--- src/rtl/core/btd_pkg.sv ---
package btd_pkg;

    localparam int ST_W      = 40;
    localparam int ST_FRAC   = 8;
    localparam int COEF_W    = 33;
    localparam int CFG_W     = 32;
    localparam int OFS_W     = 16;
    localparam int SHIFT_W   = 4;
    localparam int IDX_W     = 3;
    localparam int SPLIT     = 20;
    localparam int MUL_B_W   = ST_W - SPLIT + 1;
    localparam int PROD_W    = COEF_W + MUL_B_W;
    localparam int ACC_W     = COEF_W + ST_W + 1;

    localparam logic signed [CFG_W-1:0]   BP_GAIN_RST    = 32'sd7676238;
    localparam logic signed [CFG_W-1:0]   BP_FB1_RST     = -32'sd2109935000;
    localparam logic signed [CFG_W-1:0]   BP_FB2_RST     = 32'sd1058390000;
    localparam logic signed [CFG_W-1:0]   LP_GAIN_RST    = 32'sd94121;
    localparam logic signed [CFG_W-1:0]   LP_FB1_RST     = -32'sd2118862000;
    localparam logic signed [CFG_W-1:0]   LP_FB2_RST     = 32'sd1045493000;
    localparam logic signed [OFS_W-1:0]   ENV_OFFSET_RST = -16'sd20000;
    localparam logic        [SHIFT_W-1:0] ENV_SHIFT_RST  = 4'd3;

    typedef enum logic [5:0] {
        S_IDLE = 6'b000001,
        S_MLO  = 6'b000010,
        S_MHI  = 6'b000100,
        S_ACC  = 6'b001000,
        S_ENV  = 6'b010000,
        S_OUT  = 6'b100000
    } state_t;

    typedef enum logic [3:0] {
        OP_BP_A1 = 4'd0,
        OP_BP_A2 = 4'd1,
        OP_BP_B0 = 4'd2,
        OP_BP_B2 = 4'd3,
        OP_LP_A1 = 4'd4,
        OP_LP_A2 = 4'd5,
        OP_LP_B0 = 4'd6,
        OP_LP_B1 = 4'd7,
        OP_LP_B2 = 4'd8
    } op_t;

    typedef enum logic [IDX_W-1:0] {
        CFG_BP_GAIN    = 3'd0,
        CFG_BP_FB1     = 3'd1,
        CFG_BP_FB2     = 3'd2,
        CFG_LP_GAIN    = 3'd3,
        CFG_LP_FB1     = 3'd4,
        CFG_LP_FB2     = 3'd5,
        CFG_ENV_OFFSET = 3'd6,
        CFG_ENV_SHIFT  = 3'd7
    } cfg_idx_t;

    typedef struct packed {
        logic lo;
        logic hi;
    } mac_ctrl_t;

endpackage

--- src/rtl/core/btd_if.sv ---
interface btd_frame_if #(parameter int W = 16);
    logic                valid;
    logic                ready;
    logic signed [W-1:0] left_sample;
    logic signed [W-1:0] right_sample;

    modport source (output valid, output left_sample, output right_sample, input ready);
    modport sink   (input valid, input left_sample, input right_sample, output ready);
endinterface

interface btd_env_if #(parameter int W = 16);
    logic                valid;
    logic                ready;
    logic signed [W-1:0] envelope_sample;
    logic signed [W-1:0] right_sample_out;

    modport source (output valid, output envelope_sample, output right_sample_out, input ready);
    modport sink   (input valid, input envelope_sample, input right_sample_out, output ready);
endinterface

--- src/rtl/core/btd_mac.sv ---
module btd_mac #(
    parameter int COEF_FRAC_BITS = 30
) (
    input  logic                                clk,
    input  btd_pkg::mac_ctrl_t                  ctrl,
    input  logic signed [btd_pkg::COEF_W-1:0]   coef,
    input  logic signed [btd_pkg::ST_W-1:0]     operand,
    output logic signed [btd_pkg::ACC_W-1:0]    acc
);

    localparam int ACC_W  = btd_pkg::ACC_W;
    localparam int PROD_W = btd_pkg::PROD_W;
    localparam int MB_W   = btd_pkg::MUL_B_W;
    localparam int SPLIT  = btd_pkg::SPLIT;
    localparam int ST_W   = btd_pkg::ST_W;
    localparam logic signed [ACC_W-1:0] RND = ACC_W'(1) <<< (COEF_FRAC_BITS - 1);

    logic signed [MB_W-1:0]   mul_b;
    logic signed [PROD_W-1:0] prod;
    logic signed [PROD_W-1:0] mul_reg;
    logic signed [PROD_W-1:0] mul_next;
    logic signed [ACC_W-1:0]  acc_reg;
    logic signed [ACC_W-1:0]  acc_next;

    always_comb
    begin
        if (ctrl.hi)
        begin
            mul_b = $signed({operand[ST_W-1], operand[ST_W-1:SPLIT]});
        end
        else
        begin
            mul_b = $signed({1'b0, operand[SPLIT-1:0]});
        end
        prod     = PROD_W'(coef) * PROD_W'(mul_b);
        mul_next = ctrl.lo ? prod : mul_reg;
        acc_next = ctrl.hi ? (ACC_W'(prod) <<< SPLIT) + ACC_W'(mul_reg) + RND : acc_reg;
    end

    always_ff @(posedge clk)
    begin
        mul_reg <= mul_next;
        acc_reg <= acc_next;
    end

    assign acc = acc_reg;

endmodule

--- src/rtl/core/biquad_tone_envelope_detector_top.sv ---
// Tone envelope detector. Each stereo frame taken on frame_ch runs the left sample through a
// bandpass biquad, rectifies, scales and offsets it, smooths it with a lowpass biquad and
// returns the saturated envelope on result_ch together with the unchanged right sample.
// All nine coefficient products of a frame go through one shared 33 x 21 bit multiplier,
// two passes and one accumulate step each. A new frame is accepted only once the previous
// frame's result has been loaded into result_ch. result_ch has its own register, so a pending
// result does not hold up the next frame until its own result is ready. Coefficients and
// offsets must be written on the cfg port only while no frame is in flight; the block itself
// does not enforce this. They then take effect on the next frame.
module biquad_tone_envelope_detector_top #(
    parameter int SAMPLE_BITS    = 16,
    parameter int COEF_FRAC_BITS = 30
) (
    input  logic                                 clk,
    input  logic                                 rst_n,
    btd_frame_if.sink                            frame_ch,
    btd_env_if.source                            result_ch,
    input  logic                                 cfg_we,
    input  logic [btd_pkg::IDX_W-1:0]            cfg_index,
    input  logic [btd_pkg::CFG_W-1:0]            cfg_data
);

    localparam int ST_W    = btd_pkg::ST_W;
    localparam int ACC_W   = btd_pkg::ACC_W;
    localparam int COEF_W  = btd_pkg::COEF_W;
    localparam int CFG_W   = btd_pkg::CFG_W;
    localparam int OFS_W   = btd_pkg::OFS_W;
    localparam int FRAC    = btd_pkg::ST_FRAC;
    localparam int SUM_W   = ACC_W + 2 - COEF_FRAC_BITS;
    localparam int Q_W     = ST_W - FRAC;
    localparam logic signed [Q_W-1:0] SMAX = Q_W'((1 << (SAMPLE_BITS - 1)) - 1);
    localparam logic signed [Q_W-1:0] SMIN = ~SMAX;

    btd_pkg::state_t state_reg, state_next;
    btd_pkg::op_t    op_reg, op_next;

    logic signed [CFG_W-1:0]          bp_gain_reg, bp_fb1_reg, bp_fb2_reg;
    logic signed [CFG_W-1:0]          lp_gain_reg, lp_fb1_reg, lp_fb2_reg;
    logic signed [COEF_W-1:0]         bp_gain_neg_reg;
    logic signed [OFS_W-1:0]          env_offset_reg;
    logic [btd_pkg::SHIFT_W-1:0]      env_shift_reg;

    logic signed [ST_W-1:0]  bp_w0_reg, bp_w0_next, bp_w1_reg, bp_w1_next;
    logic signed [ST_W-1:0]  lp_w0_reg, lp_w0_next, lp_w1_reg, lp_w1_next;
    logic signed [ST_W-1:0]  d_reg, d_next, y_reg, y_next;
    logic signed [SUM_W-1:0] sum_reg, sum_next;
    logic signed [SAMPLE_BITS-1:0] right_reg, right_next;

    logic                          out_valid_reg, out_valid_next;
    logic signed [SAMPLE_BITS-1:0] out_env_reg, out_env_next;
    logic signed [SAMPLE_BITS-1:0] out_right_reg, out_right_next;

    btd_pkg::mac_ctrl_t        mac_ctrl;
    logic signed [COEF_W-1:0]  coef;
    logic signed [ST_W-1:0]    operand;
    logic                      subtract;
    logic signed [ACC_W-1:0]   acc;
    logic signed [SUM_W-1:0]   prod_q;
    logic signed [SUM_W-1:0]   sum_calc;
    logic signed [ST_W-1:0]    sum_sat;
    logic [ST_W:0]             mag;
    logic [ST_W:0]             mag_shift;
    logic signed [SUM_W-1:0]   env_sum;
    logic signed [ST_W-1:0]    env_sat;
    logic signed [ST_W-1:0]    y_bias;
    logic signed [Q_W-1:0]     q;
    logic signed [SAMPLE_BITS-1:0] q_sat;
    logic                      frame_xfer;

    function automatic logic signed [ST_W-1:0] sat_st(input logic signed [SUM_W-1:0] v);
        logic fits;
        fits = (&v[SUM_W-1:ST_W-1]) | ~(|v[SUM_W-1:ST_W-1]);
        if (fits)
        begin
            return v[ST_W-1:0];
        end
        return {v[SUM_W-1], {(ST_W - 1){~v[SUM_W-1]}}};
    endfunction

    assign frame_xfer     = frame_ch.valid && frame_ch.ready;
    assign frame_ch.ready = (state_reg == btd_pkg::S_IDLE);

    assign result_ch.valid            = out_valid_reg;
    assign result_ch.envelope_sample  = out_env_reg;
    assign result_ch.right_sample_out = out_right_reg;

    assign mac_ctrl.lo = (state_reg == btd_pkg::S_MLO);
    assign mac_ctrl.hi = (state_reg == btd_pkg::S_MHI);

    btd_mac #(
        .COEF_FRAC_BITS (COEF_FRAC_BITS)
    ) u_mac (
        .clk     (clk),
        .ctrl    (mac_ctrl),
        .coef    (coef),
        .operand (operand),
        .acc     (acc)
    );

    always_comb
    begin
        coef     = COEF_W'(bp_fb1_reg);
        operand  = bp_w0_reg;
        subtract = 1'b1;
        case (op_reg)
            btd_pkg::OP_BP_A1:
            begin
                coef    = COEF_W'(bp_fb1_reg);
                operand = bp_w0_reg;
            end
            btd_pkg::OP_BP_A2:
            begin
                coef    = COEF_W'(bp_fb2_reg);
                operand = bp_w1_reg;
            end
            btd_pkg::OP_BP_B0:
            begin
                coef     = COEF_W'(bp_gain_reg);
                operand  = d_reg;
                subtract = 1'b0;
            end
            btd_pkg::OP_BP_B2:
            begin
                coef     = bp_gain_neg_reg;
                operand  = bp_w1_reg;
                subtract = 1'b0;
            end
            btd_pkg::OP_LP_A1:
            begin
                coef    = COEF_W'(lp_fb1_reg);
                operand = lp_w0_reg;
            end
            btd_pkg::OP_LP_A2:
            begin
                coef    = COEF_W'(lp_fb2_reg);
                operand = lp_w1_reg;
            end
            btd_pkg::OP_LP_B0:
            begin
                coef     = COEF_W'(lp_gain_reg);
                operand  = d_reg;
                subtract = 1'b0;
            end
            btd_pkg::OP_LP_B1:
            begin
                coef     = COEF_W'(lp_gain_reg) <<< 1;
                operand  = lp_w0_reg;
                subtract = 1'b0;
            end
            btd_pkg::OP_LP_B2:
            begin
                coef     = COEF_W'(lp_gain_reg);
                operand  = lp_w1_reg;
                subtract = 1'b0;
            end
            default:
            begin
                coef     = COEF_W'(bp_fb1_reg);
                operand  = bp_w0_reg;
                subtract = 1'b1;
            end
        endcase
    end

    always_comb
    begin
        prod_q    = SUM_W'($signed(acc[ACC_W-1:COEF_FRAC_BITS]));
        sum_calc  = subtract ? sum_reg - prod_q : sum_reg + prod_q;
        sum_sat   = sat_st(sum_calc);

        mag       = y_reg[ST_W-1] ? (ST_W + 1)'(0) - (ST_W + 1)'(y_reg) : (ST_W + 1)'(y_reg);
        mag_shift = mag >> env_shift_reg;
        env_sum   = SUM_W'($signed({1'b0, mag_shift})) + (SUM_W'(env_offset_reg) <<< FRAC);
        env_sat   = sat_st(env_sum);

        y_bias    = y_reg + (y_reg[ST_W-1] ? ST_W'((1 << FRAC) - 1) : ST_W'(0));
        q         = y_bias[ST_W-1:FRAC];
        if (q > SMAX)
        begin
            q_sat = SMAX[SAMPLE_BITS-1:0];
        end
        else if (q < SMIN)
        begin
            q_sat = SMIN[SAMPLE_BITS-1:0];
        end
        else
        begin
            q_sat = q[SAMPLE_BITS-1:0];
        end
    end

    always_comb
    begin
        state_next     = state_reg;
        op_next        = op_reg;
        sum_next       = sum_reg;
        d_next         = d_reg;
        y_next         = y_reg;
        bp_w0_next     = bp_w0_reg;
        bp_w1_next     = bp_w1_reg;
        lp_w0_next     = lp_w0_reg;
        lp_w1_next     = lp_w1_reg;
        right_next     = right_reg;
        out_valid_next = out_valid_reg && !result_ch.ready;
        out_env_next   = out_env_reg;
        out_right_next = out_right_reg;

        case (state_reg)
            btd_pkg::S_IDLE:
            begin
                if (frame_xfer)
                begin
                    sum_next   = SUM_W'(SAMPLE_BITS'(frame_ch.left_sample)) <<< FRAC;
                    right_next = SAMPLE_BITS'(frame_ch.right_sample);
                    op_next    = btd_pkg::OP_BP_A1;
                    state_next = btd_pkg::S_MLO;
                end
            end
            btd_pkg::S_MLO:
            begin
                state_next = btd_pkg::S_MHI;
            end
            btd_pkg::S_MHI:
            begin
                state_next = btd_pkg::S_ACC;
            end
            btd_pkg::S_ACC:
            begin
                op_next    = btd_pkg::op_t'(op_reg + 4'd1);
                state_next = btd_pkg::S_MLO;
                case (op_reg)
                    btd_pkg::OP_BP_A2, btd_pkg::OP_LP_A2:
                    begin
                        d_next   = sum_sat;
                        sum_next = '0;
                    end
                    btd_pkg::OP_BP_B2:
                    begin
                        y_next     = sum_sat;
                        bp_w1_next = bp_w0_reg;
                        bp_w0_next = d_reg;
                        state_next = btd_pkg::S_ENV;
                    end
                    btd_pkg::OP_LP_B2:
                    begin
                        y_next     = sum_sat;
                        lp_w1_next = lp_w0_reg;
                        lp_w0_next = d_reg;
                        op_next    = btd_pkg::OP_BP_A1;
                        state_next = btd_pkg::S_OUT;
                    end
                    default:
                    begin
                        sum_next = sum_calc;
                    end
                endcase
            end
            btd_pkg::S_ENV:
            begin
                sum_next   = SUM_W'(env_sat);
                state_next = btd_pkg::S_MLO;
            end
            btd_pkg::S_OUT:
            begin
                if (!out_valid_reg || result_ch.ready)
                begin
                    out_valid_next = 1'b1;
                    out_env_next   = q_sat;
                    out_right_next = right_reg;
                    state_next     = btd_pkg::S_IDLE;
                end
            end
            default:
            begin
                state_next = btd_pkg::S_IDLE;
            end
        endcase
    end

    always_ff @(posedge clk or negedge rst_n)
    begin
        if (!rst_n)
        begin
            state_reg     <= btd_pkg::S_IDLE;
            op_reg        <= btd_pkg::OP_BP_A1;
            out_valid_reg <= 1'b0;
            bp_w0_reg     <= '0;
            bp_w1_reg     <= '0;
            lp_w0_reg     <= '0;
            lp_w1_reg     <= '0;
        end
        else
        begin
            state_reg     <= state_next;
            op_reg        <= op_next;
            out_valid_reg <= out_valid_next;
            bp_w0_reg     <= bp_w0_next;
            bp_w1_reg     <= bp_w1_next;
            lp_w0_reg     <= lp_w0_next;
            lp_w1_reg     <= lp_w1_next;
        end
    end

    always_ff @(posedge clk)
    begin
        sum_reg       <= sum_next;
        d_reg         <= d_next;
        y_reg         <= y_next;
        right_reg     <= right_next;
        out_env_reg   <= out_env_next;
        out_right_reg <= out_right_next;
    end

    always_ff @(posedge clk or negedge rst_n)
    begin
        if (!rst_n)
        begin
            bp_gain_reg     <= btd_pkg::BP_GAIN_RST;
            bp_gain_neg_reg <= -COEF_W'(btd_pkg::BP_GAIN_RST);
            bp_fb1_reg      <= btd_pkg::BP_FB1_RST;
            bp_fb2_reg      <= btd_pkg::BP_FB2_RST;
            lp_gain_reg     <= btd_pkg::LP_GAIN_RST;
            lp_fb1_reg      <= btd_pkg::LP_FB1_RST;
            lp_fb2_reg      <= btd_pkg::LP_FB2_RST;
            env_offset_reg  <= btd_pkg::ENV_OFFSET_RST;
            env_shift_reg   <= btd_pkg::ENV_SHIFT_RST;
        end
        else if (cfg_we)
        begin
            case (btd_pkg::cfg_idx_t'(cfg_index))
                btd_pkg::CFG_BP_GAIN:
                begin
                    bp_gain_reg     <= $signed(cfg_data);
                    bp_gain_neg_reg <= -COEF_W'($signed(cfg_data));
                end
                btd_pkg::CFG_BP_FB1:     bp_fb1_reg     <= $signed(cfg_data);
                btd_pkg::CFG_BP_FB2:     bp_fb2_reg     <= $signed(cfg_data);
                btd_pkg::CFG_LP_GAIN:    lp_gain_reg    <= $signed(cfg_data);
                btd_pkg::CFG_LP_FB1:     lp_fb1_reg     <= $signed(cfg_data);
                btd_pkg::CFG_LP_FB2:     lp_fb2_reg     <= $signed(cfg_data);
                btd_pkg::CFG_ENV_OFFSET: env_offset_reg <= $signed(cfg_data[OFS_W-1:0]);
                btd_pkg::CFG_ENV_SHIFT:  env_shift_reg  <= cfg_data[btd_pkg::SHIFT_W-1:0];
                default:
                begin
                    env_shift_reg <= env_shift_reg;
                end
            endcase
        end
    end

`ifndef SYNTH
    a_start_mul: assert property (@(posedge clk) disable iff (!rst_n)
        frame_xfer |=> (state_reg == btd_pkg::S_MLO) && (op_reg == btd_pkg::OP_BP_A1))
        else $error("frame transfer did not start the first product");

    a_result_from_out: assert property (@(posedge clk) disable iff (!rst_n)
        $rose(out_valid_reg) |-> $past(state_reg) == btd_pkg::S_OUT)
        else $error("result raised outside the output step");

    a_env_after_bp: assert property (@(posedge clk) disable iff (!rst_n)
        (state_reg == btd_pkg::S_ENV) |->
            ($past(state_reg) == btd_pkg::S_ACC) && ($past(op_reg) == btd_pkg::OP_BP_B2))
        else $error("envelope step entered out of sequence");

    a_op_range: assert property (@(posedge clk) disable iff (!rst_n)
        (state_reg != btd_pkg::S_IDLE) |-> (op_reg <= btd_pkg::OP_LP_B2))
        else $error("product index out of range");

    a_idle_op: assert property (@(posedge clk) disable iff (!rst_n)
        (state_reg == btd_pkg::S_OUT) |-> (op_reg == btd_pkg::OP_BP_A1) && (y_reg == $past(y_reg)
            || $past(state_reg) == btd_pkg::S_ACC))
        else $error("result value changed while waiting to be taken");
`endif

endmodule

--- src/flat_wrapper.sv ---
// flat-port wrapper written by rule: the top's interface ports become plain ports
module biquad_tone_envelope_detector_top_flat 
#(
    parameter int SAMPLE_BITS    = 16,
    parameter int COEF_FRAC_BITS = 30
)
  (clk, rst_n, cfg_we, cfg_index, cfg_data, frame_ch_valid, frame_ch_left_sample, frame_ch_right_sample, frame_ch_ready, result_ch_valid, result_ch_envelope_sample, result_ch_right_sample_out, result_ch_ready);
  btd_frame_if #(.W(16)) frame_ch_i ();
  btd_env_if #(.W(16)) result_ch_i ();
  input  logic clk;
  input  logic rst_n;
  input  logic cfg_we;
  input  logic [btd_pkg::IDX_W-1:0] cfg_index;
  input  logic [btd_pkg::CFG_W-1:0] cfg_data;
  input wire logic [$bits(frame_ch_i.valid)-1:0] frame_ch_valid;
  input wire logic [$bits(frame_ch_i.left_sample)-1:0] frame_ch_left_sample;
  input wire logic [$bits(frame_ch_i.right_sample)-1:0] frame_ch_right_sample;
  output wire logic [$bits(frame_ch_i.ready)-1:0] frame_ch_ready;
  output wire logic [$bits(result_ch_i.valid)-1:0] result_ch_valid;
  output wire logic [$bits(result_ch_i.envelope_sample)-1:0] result_ch_envelope_sample;
  output wire logic [$bits(result_ch_i.right_sample_out)-1:0] result_ch_right_sample_out;
  input wire logic [$bits(result_ch_i.ready)-1:0] result_ch_ready;
  assign frame_ch_i.valid = frame_ch_valid;
  assign frame_ch_i.left_sample = frame_ch_left_sample;
  assign frame_ch_i.right_sample = frame_ch_right_sample;
  assign frame_ch_ready = frame_ch_i.ready;
  assign result_ch_valid = result_ch_i.valid;
  assign result_ch_envelope_sample = result_ch_i.envelope_sample;
  assign result_ch_right_sample_out = result_ch_i.right_sample_out;
  assign result_ch_i.ready = result_ch_ready;
  biquad_tone_envelope_detector_top #(.SAMPLE_BITS(SAMPLE_BITS), .COEF_FRAC_BITS(COEF_FRAC_BITS)) u_core (.clk(clk), .rst_n(rst_n), .frame_ch(frame_ch_i), .result_ch(result_ch_i), .cfg_we(cfg_we), .cfg_index(cfg_index), .cfg_data(cfg_data));
endmodule
--- config.mk ---
export PLATFORM = sky130hd
export DESIGN_NAME = biquad_tone_envelope_detector_top_flat
export DESIGN_NICKNAME = d
export VERILOG_FILES = /design/src/rtl/core/btd_pkg.sv /design/src/rtl/core/btd_if.sv /design/src/rtl/core/btd_mac.sv /design/src/rtl/core/biquad_tone_envelope_detector_top.sv /design/src/flat_wrapper.sv
export SDC_FILE = /design/constraint.sdc
export NUM_CORES = 2
export LEC_CHECK = 0
export BUFFER_PORTS_ARGS = -buffer_cell sky130_fd_sc_hd__buf_2
export CORE_MARGIN = 4
export CORE_UTILIZATION = 40
export CTS_CLUSTER_DIAMETER = 50
export DETAILED_ROUTE_END_ITERATION = 8
export HOLD_SLACK_MARGIN = 0.08
export PLACE_DENSITY = 0.59
export SYNTH_ARGS = -nofsm -noshare
export SYNTH_HDL_FRONTEND = slang
export SYNTH_SLANG_ARGS = --single-unit
--- constraint.sdc ---
create_clock -name clk -period 10.9 [get_ports clk]
set_input_delay 1.635 -clock clk [delete_from_list [all_inputs] [get_ports clk]]
set_output_delay 1.635 -clock clk [all_outputs]
set_load 0.01 [all_outputs]
# Yosys cells after proc, flatten, opt, wreduce, memory -nomap -nowiden
# Cells that the tools add are included.
[classes]
addsub = 9
mul = 1
order_cmp = 2
n_eq_ne = 24
shift = 1
mux = 25
bitwise_logic = 6
n_reduce_logical = 37
[op_table]
columns = ["cell", "count"]
rows = [
  ["case mux 33 bit (7 select lines)", 1],
  ["2-to-1 mux 40 bit", 4],
  ["case mux 40 bit (4 select lines)", 1],
  ["case mux 46 bit (3 select lines)", 1],
  ["2-to-1 mux 46 bit", 2],
  ["case mux 46 bit (2 select lines)", 1],
  ["adder 74 x 31 -> 74 bit, second input constant", 1],
  ["adder 74 x 54 -> 74 bit", 1],
  ["multiplier 33 x 21 -> 54 bit", 1],
  ["adder 46 x 44 -> 46 bit", 1],
  ["subtractor 46 x 44 -> 46 bit", 1],
  ["adder 42 x 24 -> 43 bit", 1],
  ["2-to-1 mux 41 bit", 1],
  ["right shift 41 x 4 -> 41 bit", 1],
  ["subtractor 1 x 40 -> 41 bit, first input constant", 1],
  ["adder 40 x 9 -> 40 bit", 1],
  ["case mux 6 bit (6 select lines)", 1],
  ["negation 32 -> 33 bit", 1],
  ["greater-than comparator 32 x 16 -> 1 bit, second input constant", 1],
  ["< comparator 32 x 16 -> 1 bit, second input constant", 1],
  ["AND reduction 2 bit", 16],
  ["2-to-1 mux 21 bit", 1],
  ["equality test 4 x 3 -> 1 bit, second input constant", 4],
  ["2-to-1 mux 16 bit", 1],
  ["other kinds (34)", 59],
]
[totals]
ff_bits = 718
output_inout_bits = 34

# Logic depth before layout (Yosys ltp)
[depth]
depth_word = 10
depth_mapped = 51
ltp_nobuf = 47

# By module
# A second synthesis with hierarchy kept.
[hier_totals]
hier_cells = 6730
area_unflattened_um2 = 66640.2
[modules_own_cells]
columns = ["module", "n_inst", "cells_per_inst", "area_per_inst_um2", "seq_area_each_um2"]
rows = [
  ["biquad_tone_envelope_detector_top", 1, 3301, 34499.3, 15755.1],
  ["btd_mac", 1, 3429, 32140.8, 3843.7],
]

# Least setup slack after synthesis
# No wires, ideal clock.
[synth_path]
kind = "reg2reg"
startpoint = "reg u_core.state_reg[5]"
endpoint = "reg u_core.u_mac.acc_reg[72] (netlist: u_core.u_mac.acc[72]) (data pin)"
arrival_ps = 11130
required_ps = 10642
path_slack_ps = -488
stages_incl_launch_ff = 46
n_path_buf = 4
period_less_slack_ps = 11388
path_cell_list = "dfrtp_1 -> nor4_1 -> nand2_1 -> inv_1 -> clkbuf_1 -> buf_2 -> mux2i_1 -> o21a_1 -> clkbuf_1 -> nor2_1 -> fa_1 -> fa_1 -> inv_1 -> fa_1 -> inv_1 -> fa_1 -> fa_1 -> fa_1 -> (+10 left out) -> o21ai_0 -> a31oi_1 -> o21ai_0 -> a21oi_1 -> xnor2_1 -> ha_1 -> ha_1 -> clkbuf_1 -> a21o_1 -> a21oi_1 -> o21a_1 -> o211a_1 -> a2bb2oi_1 -> o31ai_1 -> o41a_1 -> a21o_1 -> a21oi_1 -> xnor2_1"
[synth_via]
elab_chain_len = 5
[synth_lines]
columns = ["element", "line_no", "rtl"]
rows = [
  ["from (decl)", "biquad_tone_envelope_detector_top.sv:34", "btd_pkg::state_t state_reg, state_next;"],
  ["from (signal assigned)", "biquad_tone_envelope_detector_top.sv:284", "state_reg <= btd_pkg::S_IDLE;"],
  ["from (signal assigned)", "biquad_tone_envelope_detector_top.sv:294", "state_reg <= state_next;"],
  ["equality test 6 x 3 -> 1 bit", "biquad_tone_envelope_detector_top.sv:88", "assign mac_ctrl.hi = (state_reg == btd_pkg::S_MHI);"],
  ["2-to-1 mux 21 bit", "btd_mac.sv:27", "if (ctrl.hi)"],
  ["multiplier 33 x 21 -> 54 bit", "btd_mac.sv:35", "prod = PROD_W'(coef) * PROD_W'(mul_b);"],
  ["named net u_core.u_mac.prod[34]", "btd_mac.sv:19", "logic signed [PROD_W-1:0] prod;"],
  ["adder 74 x 54 -> 74 bit", "btd_mac.sv:37", "acc_next = ctrl.hi ? (ACC_W'(prod) <<< SPLIT) + ACC_W'(mul_reg) + RND : acc_reg;"],
  ["adder 74 x 31 -> 74 bit", "btd_mac.sv:37", ""],
  ["to (signal assigned)", "btd_mac.sv:43", "acc_reg <= acc_next;"],
  ["to (decl)", "btd_mac.sv:22", "logic signed [ACC_W-1:0] acc_reg;"],
]
# The timed path passes the listed nets, and every way through them passes these cells.
# A chain may end at the register's enable or synchronous reset.

# Worst setup path after layout
[layout_path]
startpoint = "reg u_core.op_reg[1]"
endpoint = "reg u_core.u_mac.acc_reg[73] (netlist: u_core.u_mac.acc[73]) (data pin)"
[layout_via]
elab_chain_len = 7
elab_cells_between_ends = 19
classes_between = "add/sub (2); mul (1); eq/ne (8); mux (3); reduce/logical (5)"
[layout_lines]
columns = ["element", "line_no", "rtl"]
rows = [
  ["from (decl)", "biquad_tone_envelope_detector_top.sv:35", "btd_pkg::op_t op_reg, op_next;"],
  ["from (signal assigned)", "biquad_tone_envelope_detector_top.sv:285", "op_reg <= btd_pkg::OP_BP_A1;"],
  ["from (signal assigned)", "biquad_tone_envelope_detector_top.sv:295", "op_reg <= op_next;"],
  ["equality test 4 x 3 -> 1 bit, or another cell as far along", "biquad_tone_envelope_detector_top.sv:105", "case (op_reg)"],
  ["OR reduction 2 bit (no source line)", "n/a", ""],
  ["case mux 40 bit (4 select lines)", "biquad_tone_envelope_detector_top.sv:105", ""],
  ["2-to-1 mux 21 bit", "btd_mac.sv:27", ""],
  ["multiplier 33 x 21 -> 54 bit (*)", "btd_mac.sv:35", ""],
  ["named net u_core.u_mac.prod[37]", "btd_mac.sv:19", ""],
  ["adder 74 x 54 -> 74 bit (*)", "btd_mac.sv:37", ""],
  ["adder 74 x 31 -> 74 bit (*)", "btd_mac.sv:37", ""],
]
# The timed path passes the listed nets; every way through them passes the cells marked *.

==> flow_metrics.tcl <==
set metrics [dict create \
    finClkSkew_ns 0.0301 \
    critPathRequiredTime_ns 11.32 \
    cp_top_family "adder cells" \
    relSlewSlack 0.225 \
    outcome "finished with violations" \
    dp.cells 9129 \
    synthAdderAreaFrac 0.283 \
    path_class "reg2reg" \
    syn_area_sq_mm 0.0635 \
    min_path_cells 0 \
    cts_tree "yes" \
    critPathCaptureType "flip-flop" \
    clk_pin_slew_ns 0.06 \
    setup_tns_ns -0.430 \
    powerDensity_mw_per_mm2 322 \
    crit_path_max_incr_delay_ns 0.53 \
    synth.distinct_cells 105 \
    reg2reg_slack_ns -0.12 \
    die_y_microns 406 \
    die_area_sq_mm 0.165 \
    vias_per_cell 5.49 \
    grt_usage 0.253 \
    cap_violations 0 \
    grt_max_degree 98 \
    min_from "u_core.right_reg[10]$_DFFE_PP_" \
    synth_area_per_cell_sq_um 9.63 \
    root_buffer "clkbuf_16" \
    violations "setup timing" \
    dieWidth_microns 406 \
    grt_pass1_wl_mm 318 \
    coreArea_sq_mm 0.157 \
    worst_r2r_startpoint "u_core.op_reg[1]$_DFFE_PN0P_" \
    ys_ff_latch 667 \
    hold_violations 0 \
    reg2reg_to "u_core.u_mac.acc[73]$_DFFE_PP_" \
    rows 145 \
    hold_buffers 0 \
    io_buffers 105 \
    rr_worst_depth 50 \
    syn_inst 6594 \
    antenna_found_initial 6 \
    period_needed_ns 11.02 \
    hold_end "u_core.result_ch.right_sample_out[10]$_DFFE_PP_" \
    grt_pass1_vias 52000 \
    first_pass_iters 7 \
    layout.cells.non_filler 9441 \
    worst_slack_ns -0.122 \
    synth_edf_count 252 \
    synthSimpleGateAreaFrac 0.130 \
    cts.sinks 667 \
    finalWirelength_mm 212 \
    dpl_worst_slack_ns -1.14 \
    critPathBufInv 15 \
    synth_warnings 0 \
    ios 106 \
    clk_path_buf_depth 3 \
    area_growth_syn_to_layout_pct 23.4 \
    synth_mux_area_frac 0.0612 \
    syn-num-nets 7686 \
    grt_setup_unrepaired "yes" \
    seq_area_frac_synth 0.285 \
    hpwlAfterDp_mm 165 \
    antenna_left 0 \
    ys_async_sr_fraction 0.622 \
    drive_above_1_share 0.269 \
    synth_xor_area_frac 0.0372 \
    drv_slew 0 \
    finish.net_count 8407 \
    cp_max_fo 6 \
    drt_iter0_drc 4895 \
    grt_overflow_total 0 \
    worst_slew_pin_slew_ns 1.16 \
    static-leakage-power_uw 0.0369 \
    num_vias 51900 \
    fillers 14200 \
    vdd_drop_max_v 0.000320 \
    period_share 1.01 \
    ys.flop_type "dfrtp_1" \
    drcViolationCount 0 \
    synth_top_family_by_area "adder cells" \
    finalCoreUtilization 0.499 \
    post_drt_wl_per_cell_microns 22.5 \
    setup_viol 5 \
    cts_max_level 3 \
    fmax_ghz 0.0907 \
    gp_congestion 0.961 \
    startpoint_type "flip-flop" \
    cp.arrival_ns 11.44 \
    crit_path_frequent_cell "fa_1" \
    hold_class "reg2reg" \
    worstSkewPairLatency_ns 0.68 \
    synth-compound-area-share 0.128 \
    cts_buffers 79 \
    largest_reg_flops 46 \
    start_util 0.404 \
    hold_slack_ns 0.418 \
    cp_slowest_cell "fa_1" \
]
placed cells by master (no fill, tap or decap), types with 50 or more instances in the layout:
cell	instances
nand2_1	950
inv_1	870
buf_4	725
fa_1	657
nor2_1	371
dfrtp_1	298
mux2_2	293
ha_1	272
edfxtp_1	252
a21oi_1	191
o21ai_0	173
a21o_1	146
xnor2_1	134
a22oi_1	116
dfstp_2	116
xor2_1	110
buf_2	104
clkbuf_16	87
and2_1	85
buf_12	78
nand4_1	66
nor3_1	63
buf_6	58
mux2i_1	57
ha_4	53
o21a_1	50
per-stage QoR:
stage / area, sq um / power, uW
2_1_floorplan: 63500 / 12900
3_3_place_gp: 71600 / 19800
3_5_place_dp: 71600 / 19900
4_1_cts: 76600 / 24100
5_1_grt: 78300 / 26900
6_report: 78300 / 25200
routing by layer:
| metal | share of wire | up-vias | track usage |
|---|---|---|---|
| met5 | 0.000033 | - | 0 |
| met4 | 0.041 | 2 | 0.0926 |
| met3 | 0.063 | 330 | 0.0363 |
| met2 | 0.47 | 1727 | 0.410 |
| met1 | 0.43 | 26400 | 0.346 |
| li1 | - | 23400 | - |
report_power, final:
group          total [uW]  leakage, uW  switching, uW  internal, uW
clock                2700      0.00129           1140          1550
combinational       18600       0.0281          10200          8410
sequential           3970      0.00746            305          3660
total               25200       0.0369          11600         13600
worst max path at each step:
stage / start / endpoint / slack, ns / depth (start not counted)
after detailed placement: u_core.op_reg[0]$_DFFE_PN0P_ / u_core.u_mac.acc[73]$_DFFE_PP_ / -1.14 / 46
final: u_core.op_reg[1]$_DFFE_PN0P_ / u_core.u_mac.acc[73]$_DFFE_PP_ / -0.12 / 50
after CTS: u_core.op_reg[0]$_DFFE_PN0P_ / u_core.u_mac.acc[73]$_DFFE_PP_ / -0.09 / 43
after floorplan: u_core.op_reg[1]$_DFFE_PN0P_ / u_core.u_mac.acc[72]$_DFFE_PP_ / 0.001 / 47
after global routing: u_core.op_reg[0]$_DFFE_PN0P_ / u_core.u_mac.acc[73]$_DFFE_PP_ / -0.46 / 44
after global placement: u_core.op_reg[0]$_DFFE_PN0P_ / u_core.u_mac.acc[73]$_DFFE_PP_ / -0.99 / 46
Yosys cell counts (all sizes together), types with 74 or more instances:
master  number  area (sq um)
nand2      964          3620
inv        909          3410
fa         689         13800
nor2       396          1490
ha         331          4140
dfrtp      299          7480
mux2       293          3300
clkbuf     291          1090
edfxtp     252          7570
o21ai      233          1170
a21oi      222          1110
xnor2      150          1330
a21o       147          1100
a22oi      132          1040
xor2       118          1030
dfstp      116          3050
and2        93           582
nor3        74           370
final cells by class:
cell class | instances | area [sq um] | area share
inverter | 910 | 3420 | 0.0437
timing repair buffer | 989 | 8680 | 0.111
clock inverter | 42 | 473 | 0.00604
tap | 2058 | 2570 | 0.0329
clock buffer | 104 | 2170 | 0.0277
sequential | 667 | 18100 | 0.231
antenna | 3 | 7.51 | 0.0000958
multi-input combinational | 4668 | 42900 | 0.548
what timing repair did:
| action | 4_1_cts | 5_1_grt |
|---|---|---|
| gates cloned | 7 | 7 |
| pin swaps | 225 | 258 |
| setup buffers | 85 | 73 |
| resized for setup | 302 | 238 |
| setup endpoints to repair | 29 | 33 |
logic make-up after synthesis:
kind of cell | after synthesis
and+or+nand+nor | 1852
buffers and inverters | 1261
AOI/OAI and AO/OA | 1173
adders and majority gates | 1020
DFF | 667
muxes | 351
xor gates and xnor gates | 268
other | 2
Note: power is estimated with default switching activity, not from simulation.
